--- src/rtl/sacl_pkg.sv ---
package sacl_pkg;

  // default sizing
  localparam int unsigned SACL_MAX_SET_BITS = 8;
  localparam int unsigned SACL_MAX_WAYS     = 8;
  localparam int unsigned SACL_AGE_BITS     = 32;

  // fixed field widths
  localparam int unsigned TAG_W   = 64;
  localparam int unsigned TOTAL_W = 32;

  // access codes
  typedef enum logic [1:0] {
    FUNC_LOAD   = 2'd0,
    FUNC_STORE  = 2'd1,
    FUNC_MODIFY = 2'd2,
    FUNC_FETCH  = 2'd3
  } func_e;

  // configuration register indexes
  typedef enum logic [1:0] {
    CFG_SET_BITS    = 2'd0,
    CFG_OFFSET_BITS = 2'd1,
    CFG_WAYS        = 2'd2,
    CFG_UNUSED      = 2'd3
  } cfg_idx_e;

  // per-way result of the compare/age unit
  typedef struct packed {
    logic hit;   // valid line with matching tag
    logic take;  // becomes the current victim candidate
    logic free;  // line is invalid
  } sacl_scan_t;

endpackage

--- src/rtl/sacl_way_unit.sv ---
module sacl_way_unit import sacl_pkg::*; #(
  parameter int unsigned AGE_BITS = SACL_AGE_BITS
) (
  input  logic                valid_i,
  input  logic [TAG_W-1:0]    line_tag_i,
  input  logic [AGE_BITS-1:0] age_i,
  input  logic [TAG_W-1:0]    look_tag_i,
  input  logic [AGE_BITS-1:0] best_age_i,
  input  logic                free_found_i,
  output logic [AGE_BITS-1:0] new_age_o,
  output sacl_scan_t          scan_o
);

  logic match;

  assign match = valid_i && (line_tag_i == look_tag_i);

  // hit clears the age, other valid lines age with saturation
  always_comb begin
    if (match) begin
      new_age_o = '0;
    end else if (valid_i && (age_i != {AGE_BITS{1'b1}})) begin
      new_age_o = age_i + AGE_BITS'(1);
    end else begin
      new_age_o = age_i;
    end
  end

  assign scan_o.hit  = match;
  assign scan_o.free = !valid_i;
  assign scan_o.take = !free_found_i && (!valid_i || (new_age_o > best_age_i));

endmodule

--- config.mk ---
export PLATFORM = sky130hd
export DESIGN_NAME = sacl_way_unit
export DESIGN_NICKNAME = d
export VERILOG_FILES = /design/src/rtl/sacl_pkg.sv /design/src/rtl/sacl_way_unit.sv
export SDC_FILE = /design/constraint.sdc
export NUM_CORES = 1
export LEC_CHECK = 0
export ABC_AREA = 1
export BUFFER_PORTS_ARGS = -buffer_cell sky130_fd_sc_hd__buf_2
export CORE_ASPECT_RATIO = 0.7
export CORE_MARGIN = 3
export CORE_UTILIZATION = 52
export DETAILED_ROUTE_END_ITERATION = 10
export PLACE_DENSITY_LB_ADDON = 0.08
export SLEW_MARGIN = 20
export SYNTH_ARGS = -nofsm -noshare
export SYNTH_HDL_FRONTEND = slang
export SYNTH_SLANG_ARGS = --single-unit
--- constraint.sdc ---
create_clock -name vclk -period 6.7
set_input_delay 0.335 -clock vclk [all_inputs]
set_output_delay 0.335 -clock vclk [all_outputs]
set_load 0.1 [all_outputs]
=== Yosys cells after proc, flatten, opt, wreduce, memory -nomap -nowiden ===
Index checks and enable logic that the tools add are counted.

* Add/sub/neg operators: 1
* $lt $le $gt $ge: 1
* Eq/ne operators: 2
* Multiplexer cells: 2
* Reductions and logical operators: 6

{| class="wikitable"
|+ Operator list
! cell !! count
|-
| == test 64 bit || 1
|-
| two-way mux 32 bit || 2
|-
| adder 32 x 1 -> 32 bit, second input constant || 1
|-
| > comparator 32 bit || 1
|-
| inequality test 32 bit, second input constant || 1
|-
| logical AND 1 bit || 3
|-
| logical NOT 1 bit || 2
|-
| logical OR 1 bit || 1
|}

* Bits in registers: 0
* Word-level logic and storage cells: 12

=== Depth between registers and ports, before layout ===
* Depth after elaboration: 7
* Mapped depth: 26
* Depth with buffers taken out: 25

=== Worst setup path after synthesis ===
OpenSTA, ideal clock, no wires.

* Path type: in2out
* From: in age_i[0]
* To: out scan_o[1] (netlist bit)
* Arrival time: 4.582 ns
* Path slack: 1.783 ns
* Cell stages on the path: 22
* Path buffers: 2
* Cell sequence: ha_1 nand2_1 nor2_4 nand2_2 nor2_4 nand2_2 nand2_4 inv_2 buf_6 buf_6 o21ai_2 nand2_1 inv_1 ha_1 nand2_1 nor2_1 nand2_1 nor4_1 nand2_1 nand2_1 nand2_1 a21oi_1

{| class="wikitable"
|+ RTL lines
! item !! line !! RTL
|-
| start: declaration || sacl_way_unit.sv:6 || <nowiki>input logic [AGE_BITS-1:0] age_i,</nowiki>
|-
| end: declaration || sacl_way_unit.sv:11 || <nowiki>output sacl_scan_t scan_o</nowiki>
|}

==> flow_metrics.py <==
metrics = {
    "final_layout": {
        "final_cells": 1229,
        "nNetsFinal": 1357,
        "clkbuf_count": 0,
        "area_delta_synth_final_pct": 28.0,
        "drive_gt1_share_pct": 23.6,
        "seq_cells": 0,
        "final_util_pct": 69.4,
        "ff_latch_area_um2": 0,
        "insertedDiodeCount": 0,
    },
    "sta": {
        "worst_pin_slew_ps": 745,
        "finalCritPeriodShare_pct": 67.0,
        "period_needed_ps": 4490,
        "hold_viol": 0,
        "fmax_mhz": 223,
        "timing.hold.ws_ps": 1070,
        "finalMaxSlewViolations": 0,
        "rsz0062_at_grt": "no",
        "setup_tns_ps": 0,
        "relSlewSlack_pct": 50.2,
        "setup_viol": 0,
    },
    "critical_path": {
        "critPathLaunchType": "input pin",
        "arrival_ps": 4150,
        "path_class": "input pin to output pin",
        "required_ps": 6360,
        "path_max_fanout": 38,
        "cp-end-kind": "output pin",
    },
    "global_route": {
        "grt_usage_pct": 34.1,
        "grt_pass1_wl_um": 25800,
        "grt_pass1_vias": 5459,
        "grt_max_degree": 39,
        "grt_overflow": 0,
        "grt_antenna_before_repair": 0,
    },
    "cts": {
        "post-cts-setup-buffers": 0,
        "holdBufCountCts": 0,
        "post_cts_resized": 0,
    },
    "synth": {
        "synth_top_cell_by_area": "nand2_1",
        "yosysUniqueCellTypes": 31,
        "postSynthAreaPerCell_um2": 4.73,
        "synth.most_common_cell": "nand2_1",
        "synth_commonest_cells": "nand2_1, inv_1, nor2_1",
        "ys_seq_area_share_pct": 0,
        "synth_area_um2": 4300,
        "synth_nets": 1136,
        "synth_top_area_share_pct": 31.4,
        "syn_inst": 909,
        "synthTopCellsByArea": "nand2_1, inv_1, nor2_1",
        "yosysWarnings": 0,
    },
    "place": {
        "gp_congestion": 1.01,
        "portBuffers": 229,
        "dp_cells": 1229,
        "dp_hpwl_um": 15300,
    },
    "outcome": {
        "status": "completed",
    },
    "hold_path": {
        "hold_depth": 3,
        "hold_path_class": "input pin to output pin",
    },
    "floorplanning": {
        "core_area_um2": 7940,
        "start_util_pct": 54.2,
        "die_area_um2": 9420,
        "die_h_um": 82.1,
        "rows": 27,
        "io_pins": 229,
        "die-width_um": 115,
    },
    "detailed_routing": {
        "vias": 6351,
        "totalWireLength_um": 17200,
        "vias_per_cell": 5.17,
        "drc": 0,
        "drt_iter0_markers": 674,
        "ant_nets": 0,
        "post_drt_wl_per_cell_um": 14.0,
        "firstDrtPassIters": 7,
    },
    "run": {
        "cap_violations": 0,
    },
    "power_and_ir_drop": {
        "p_leak_nw": 3.64,
        "vdd_drop_max_v": 0.000118,
        "power.density_nw_per_um2": 82.8,
    },
}
==> cells by family (layout without fill, tap and decap cells) <==
logic type               after synthesis  in the layout  synth area share [%]
AND/OR/NAND/NOR                      595            595                  58.5
buffers and inverters                201            420                  18.3
AO/OA/AOI/OAI                         44             44                  6.31
XOR/XNOR                              36             36                  7.33
adder cells (fa/ha/maj)               33             33                  9.60
==> per-stage QoR <==
step           power, W  cell area (um2)  worst slack, ps
2_1_floorplan  0.000308             4300             1780
3_3_place_gp   0.000440             5510             2450
3_5_place_dp   0.000446             5510             2300
4_1_cts        0.000448             5510             2290
5_1_grt        0.000497             5510             1880
6_report       0.000456             5510             2210
==> final cells by class <==
| type | instances | area [um2] |
|---|---|---|
| inverters | 191 | 717 |
| well taps | 101 | 126 |
| multi-input cells | 708 | 3520 |
| fillers | 791 | 2430 |
| repair buffers | 229 | 1150 |
==> critical path: stages <==
cell and delay (ps):
buf_2 170, ha_1 260, nand2_1 150, nor2_4 170, nand2_2 100, nor2_4 140
nand2_2 90, nand2_4 240, inv_2 360, nand2_1 200, o21ai_2 70, nand2_1 100
inv_1 90, ha_1 300, nand2_1 60, nor2_1 120, nand2_1 160, nor4_1 290
nand2_1 90, nand2_1 60, nand2_1 40, a21oi_1 110, buf_2 430
==> per-layer routing <==
metal	wire, um	vias to the layer above	GRT usage [%]	share of wire, %
li1	-	3219	-	-
met1	7420	2688	49.7	43
met2	6880	430	53.5	40
met3	2760	14	7.72	16
met4	98	0	2.23	0.57
met5	0	-	0	0
==> path summary, 6_finish.rpt <==
path	from	end	slack, ps
setup / recovery	age_i[0]	scan_o[1]	2210
hold / removal	free_found_i	scan_o[1]	1070
==> where the power goes <==
| part | internal, W | switching (W) |
|---|---|---|
| Combinational | 0.000135 | 0.000321 |
| Sequential | 0 | 0 |
| Clock | 0 | 0 |
| Total | 0.000135 | 0.000321 |
==> cells in the final DEF (no fill, tap or decap), types with 3 or more instances in the layout <==
cell type  instances
ha_1              33
nand2_1          360
a21oi_1           16
inv_2              6
nand2_2            3
xor2_1            25
nor2_4             3
xnor2_1           11
o21ai_0           11
nor3_2             3
nor3_1            32
inv_1            185
nand4_1           40
buf_2            229
nor2_1           112
nor4_1             3
or2_2             11
nand3b_1           5
o21ai_2           10
nand3_1           19
(Power assumes the default switching activity.)
