**config.mk**
```make
export PLATFORM = sky130hd
export DESIGN_NAME = sacl_ram
export DESIGN_NICKNAME = d
export VERILOG_FILES = /design/src/rtl/sacl_pkg.sv /design/src/rtl/sacl_ram.sv
export SDC_FILE = /design/constraint.sdc
export NUM_CORES = 1
export LEC_CHECK = 0
export ABC_AREA = 1
export BUFFER_PORTS_ARGS = -buffer_cell sky130_fd_sc_hd__buf_2
export CORE_MARGIN = 3
export CORE_UTILIZATION = 50
export CTS_CLUSTER_DIAMETER = 150
export DETAILED_ROUTE_END_ITERATION = 10
export PLACE_DENSITY_LB_ADDON = 0.12
export RECOVER_POWER = 100
export SETUP_SLACK_MARGIN = 0.5
export SYNTH_ARGS = -nofsm -noshare
export SYNTH_HDL_FRONTEND = slang
export SYNTH_SLANG_ARGS = --single-unit
```
**constraint.sdc**
```tcl
create_clock -name clk_i -period 1.2 [get_ports clk_i]
set_input_delay 0.06 -clock clk_i [delete_from_list [all_inputs] [get_ports clk_i]]
set_output_delay 0.06 -clock clk_i [all_outputs]
set_load 0.005 [all_outputs]
```
**src/rtl/sacl_pkg.sv**
```systemverilog
package sacl_pkg;

  // default sizing
  localparam int unsigned SACL_MAX_SET_BITS = 8;
  localparam int unsigned SACL_MAX_WAYS     = 8;
  localparam int unsigned SACL_AGE_BITS     = 32;

  // fixed field widths
  localparam int unsigned TAG_W   = 64;
  localparam int unsigned TOTAL_W = 32;

  // access codes
  typedef enum logic [1:0] {
    FUNC_LOAD   = 2'd0,
    FUNC_STORE  = 2'd1,
    FUNC_MODIFY = 2'd2,
    FUNC_FETCH  = 2'd3
  } func_e;

  // configuration register indexes
  typedef enum logic [1:0] {
    CFG_SET_BITS    = 2'd0,
    CFG_OFFSET_BITS = 2'd1,
    CFG_WAYS        = 2'd2,
    CFG_UNUSED      = 2'd3
  } cfg_idx_e;

  // per-way result of the compare/age unit
  typedef struct packed {
    logic hit;   // valid line with matching tag
    logic take;  // becomes the current victim candidate
    logic free;  // line is invalid
  } sacl_scan_t;

endpackage

```
**src/rtl/sacl_ram.sv**
```systemverilog
module sacl_ram import sacl_pkg::*; #(
  parameter int unsigned WIDTH = 8,
  parameter int unsigned DEPTH = 16,
  localparam int unsigned AW = (DEPTH > 1) ? $clog2(DEPTH) : 1
) (
  input  logic             clk_i,
  input  logic             we_i,
  input  logic [AW-1:0]    waddr_i,
  input  logic [WIDTH-1:0] wdata_i,
  input  logic [AW-1:0]    raddr_i,
  output logic [WIDTH-1:0] rdata_o
);

  logic [WIDTH-1:0] mem_q [DEPTH];

  always_ff @(posedge clk_i) begin
    if (we_i) begin
      mem_q[waddr_i] <= wdata_i;
    end
    rdata_o <= mem_q[raddr_i];
  end

endmodule

```
# Yosys cells after proc, flatten, opt, wreduce, memory -nomap -nowiden
# Memory sizes are Yosys's and may differ from the RTL's. A register that Yosys moved wholly into a read port is not among the register bits.
# Cells that the tools add are included.
totals:
  ff_bits: 0
  latch_bits: 0
  mem_bits_rw: 128
  mem_bits_ro: 0
  in_bits: 18
  output_inout_bits: 8
  elab_cells: 3
  n_memories: 1
op_classes:
  n_addsub: 0
  multipliers: 0
  div: 0
  n_lt_le_gt_ge: 0
  n_eq_ne: 0
  shift: 0
  muxes: 2
  bitwise_logic: 0
  reduce_logical: 0
memory_table:
  columns: ["name", "words", "width", "rd", "rd_ports_with_merged_regs", "wr", "line_no", "source"]
  rows:
  - ["mem_q", 16, 8, 1, 1, 1, "sacl_ram.sv:14", "logic [WIDTH-1:0] mem_q [DEPTH];"]
op_table:
  columns: ["operator", "count"]
  rows:
  - ["$mux 1", 2]

# Logic depth before layout (Yosys ltp)
depth:
  word_depth: 2
  ltp_mapped: 8

# Least setup slack after synthesis
# No wires, ideal clock.
synth_timing:
  path_kind: "input -> register"
  start: "input port waddr_i[2]"
  end: "memory mem_q[10][0] (enable)"
  setup_time_ps: 370
  arrival_time_ps: 641
  t_required_ps: 830
  path_slack_ps: 189
  path_stages: 2
  path_buffers: 0
  path_cell_list: "nand3b_1 -> nor2_1"
synth_rtl:
  columns: ["element", "line_no", "source"]
  rows:
  - ["start, declared", "sacl_ram.sv:8", "input logic [AW-1:0] waddr_i,"]
  - ["end, declared", "sacl_ram.sv:14", null]
# No word-level cell before the write port.

# Final worst setup path
layout_timing:
  start: "input port waddr_i[1]"
  end: "memory mem_q[13][6] (enable)"
# No word-level cell before the write port.

==> metrics.md <==
| Metric | Value |
|---|---|
| Post-synth ARST share | 0% |
| Layout cells sized above 1 | between 10% and 20% |
| Number of synthesized flops with an enable pin | ~130 |
| Placed Area | a little over 6000 um^2 |
| CP Launch Type | primary input |
| Overall global routing resource usage | a little under a quarter |
| Worst-path clk slew | approximately 0.060 ns |
| Starting density of the core | between 50% and 60% |
| Input/output buffers | 25 |
| Hpwl dp | roughly 8400 um |
| Setup CP Type | primary input to register |
| Sw Pwr | 2.38 mW |
| Synth top area share | roughly two thirds |
| PwrDens | 1610 nW/um^2 |
| Routed len/inst | 18.3 um |
| Syn avg cell area | 10.5 um^2 |
| Static leakage | around 2.9 nW |
| Max Fanout on Critical Path | 8 |
| Switching Fraction | 21.4% |
| Finished Core Util | between 60% and 70% |
| Vias after detailed routing | ~3900 |
| Synth Flop Type | edfxtp_1 |
| Final Wtd Congestion | about 0.86 |
| GRT Max-Usage Layer | met1 |
| TritonCTS clock tree | built |
| Hold WC Path Type | primary input to register |
| Tmin final | 1.02 ns |
| Initial antenna violation count | 0 |
| Die Span Y | ~110 um |
| Post-synth top area cell | edfxtp_1 |
| Flop pwr share | around half |
| Setup TNS | 0 ns |
| Diode count | 0 |
| Period utilisation layout | approximately 85% |
| Post-synthesis sequential area ratio | a little over two thirds |
| Antenna violation net count after detailed routing | 0 |
| Yosys reg bits | approximately 140 |
| # DRC | 0 |
| Mapped Cells | around 550 |
| Final WS setup | roughly 0.18 ns |
| Share of total power in combinational logic | under 10% |
| Core Rows | 38 |
| Critical Path End Type | register |
| Avg Vias per Cell | roughly 5.2 |
| Pre-CTS setup slack | around 0.0043 ns |
| Worst-Margin Slew | 0.996 ns |
| Clock Path Buffers | 2 |
| Top cells by area, synth | edfxtp_1 (67%), nand2_1 (11%), nand3_1 (8.4%) |
| Router iterations before antenna repair | 5 |
| NumNets Final | slightly above 600 |
| Die Span X | about 110 um |
| GRT met2 Usage | between 30% and 40% |
| WP data required | 1.24 ns |
| Most frequent cells after synthesis | nand2_1 (173), edfxtp_1 (128), inv_1 (100), nand3_1 (97), nor2_1 (17) |
| Fmax | 981 MHz |
| Final Power | ~11 mW |
| Initial DRC Count | around 340 |
| Warnings, synthesis | 0 |
| Clk Latency, worst-skew pair | roughly 0.42 ns |
| Yosys cell types | 12 |
| Max-slew violations | 0 |
| I/O pin total | 26 |
| First-pass GRT wire length | around 21000 um |
| RSZ-0062 raised after global routing | true |
| Slew headroom | about 34% |
| Syn-to-layout area delta | 19.9% |
| Pin count of the biggest net entering global routing | between 60 and 70 |
| Post-CTS Hold Buffers | 0 |
| Arr. time, crit path | roughly 1.1 ns |
| MaxCap Viol Count | 0 |
| Routed wire length | approximately 14000 um |
| Root buffer cell | clkbuf_16 |
| Most frequent cell after synthesis | nand2_1 |
| Grt ovf | 0 |
| Vias in the first global route | 3758 |
| Fin Clk Skew | 0.00562 ns |
| Die Footprint | 12900 um^2 |
| Setup Viol. Count Final | 0 |
| Final Hold Viols | 0 |
| CTS Buf Count | 17 |
| Mapped Area | around 5800 um^2 |
| H-tree depth | 4 |
| Peak VDD IR | roughly 1.1 mV |
| Clk sinks | about 140 |
| Met3 Usage GRT | under 10% |
| Syn Nets | approximately 570 |
| Status | complete, no violations |
| Global routing met1 resource utilization | between 30% and 40% |
| Core area | between 10000 and 15000 um^2 |
| Clk pwr share | between 40% and 50% |
| Design area | roughly 6900 um^2 |
| Int Power | about 9 mW |
-- flip-flops by register name, indices dropped and copies added (netlist names) --
signal / count
rdata_o: 8
mem_q: 128
-- placed cells by master (no fill, tap or decap), types with 4 or more instances in the layout --
cell       instances
buf_2              9
buf_4              5
clkbuf_1          22
clkbuf_16         17
clkinv_1           5
clkinv_2           4
dfxtp_1            8
edfxtp_1         128
inv_1             96
inv_2              4
nand2_1          163
nand2_2            7
nand3_1           52
nand3_2           45
nor2_1            10
nor2_2             6
-- critical path, stage by stage --
cell and delay, ns:
buf_2 0.14, inv_4 0.08, nand2_4 0.08, nor2_1 0.69
-- path summary, 6_finish.rpt --
| path | slack [ns] | depth (start not counted) | end | startpoint |
|---|---|---|---|---|
| worst max-delay path | 0.18 | 4 | mem_q[13][6] | waddr_i[1] |
| worst min-delay path | 0.02 | 3 | rdata_o[4] | raddr_i[3] |
| worst max register to register | 0.19 | 6 | rdata_o[1] | mem_q[13][1] |
| worst min register to register | 0.68 | 6 | rdata_o[4] | mem_q[13][4] |
-- routing by layer --
metal  wire length [um]  vias to the layer above  part of all wire [%]
li1                   -                     1847                     -
met1               6190                     1856                    46
met2               6130                      155                    45
met3               1020                       15                   7.5
met4                213                        0                   1.6
met5                  0                        -                     0
-- stage by stage --
step / cells / hold WS [ns]
after floorplan: 551 / 0.159
after global placement: 709 / 0.427
after detailed placement: 709 / 0.433
after CTS: 741 / 0.00518
after global routing: 741 / 0.0263
final: 741 / 0.0167
-- timing repair --
action,4_1_cts,5_1_grt
gates cloned,0,0
gates resized for setup,28,48
endpoints found under the setup margin,54,84
pin swaps,13,30
setup buffers,1,0
-- cell families (layout without fill, tap and decap cells) --
| family | after synthesis | after routing | synth area share [%] |
|---|---|---|---|
| DFF | 136 | 136 | 69.4 |
| and+or+nand+nor | 289 | 289 | 21.0 |
| buffers and inverters | 126 | 176 | 9.52 |
-- power by group through the flow --
| stage | registers, mW | clock network, mW | logic, mW |
|---|---|---|---|
| 6_report | 5.35 | 5.01 | 0.760 |
| 5_1_grt | 5.36 | 5.27 | 0.841 |
| 4_1_cts | 5.35 | 5.05 | 0.755 |
| 3_5_place_dp | 5.45 | 0 | 0.714 |
| 3_3_place_gp | 5.44 | 0 | 0.706 |
| 2_1_floorplan | 5.44 | 0 | 0.409 |
-- cell type report --
| class | instances | area (um^2) |
|---|---|---|
| multi-input cells | 289 | 1500 |
| flip-flops and latches | 136 | 4000 |
| fillers | 925 | 4120 |
| clock inverters | 13 | 136 |
| repair buffers | 43 | 278 |
| inverters | 102 | 388 |
| clock buffers | 18 | 429 |
| well taps | 140 | 175 |
(Power assumes the default switching activity.)
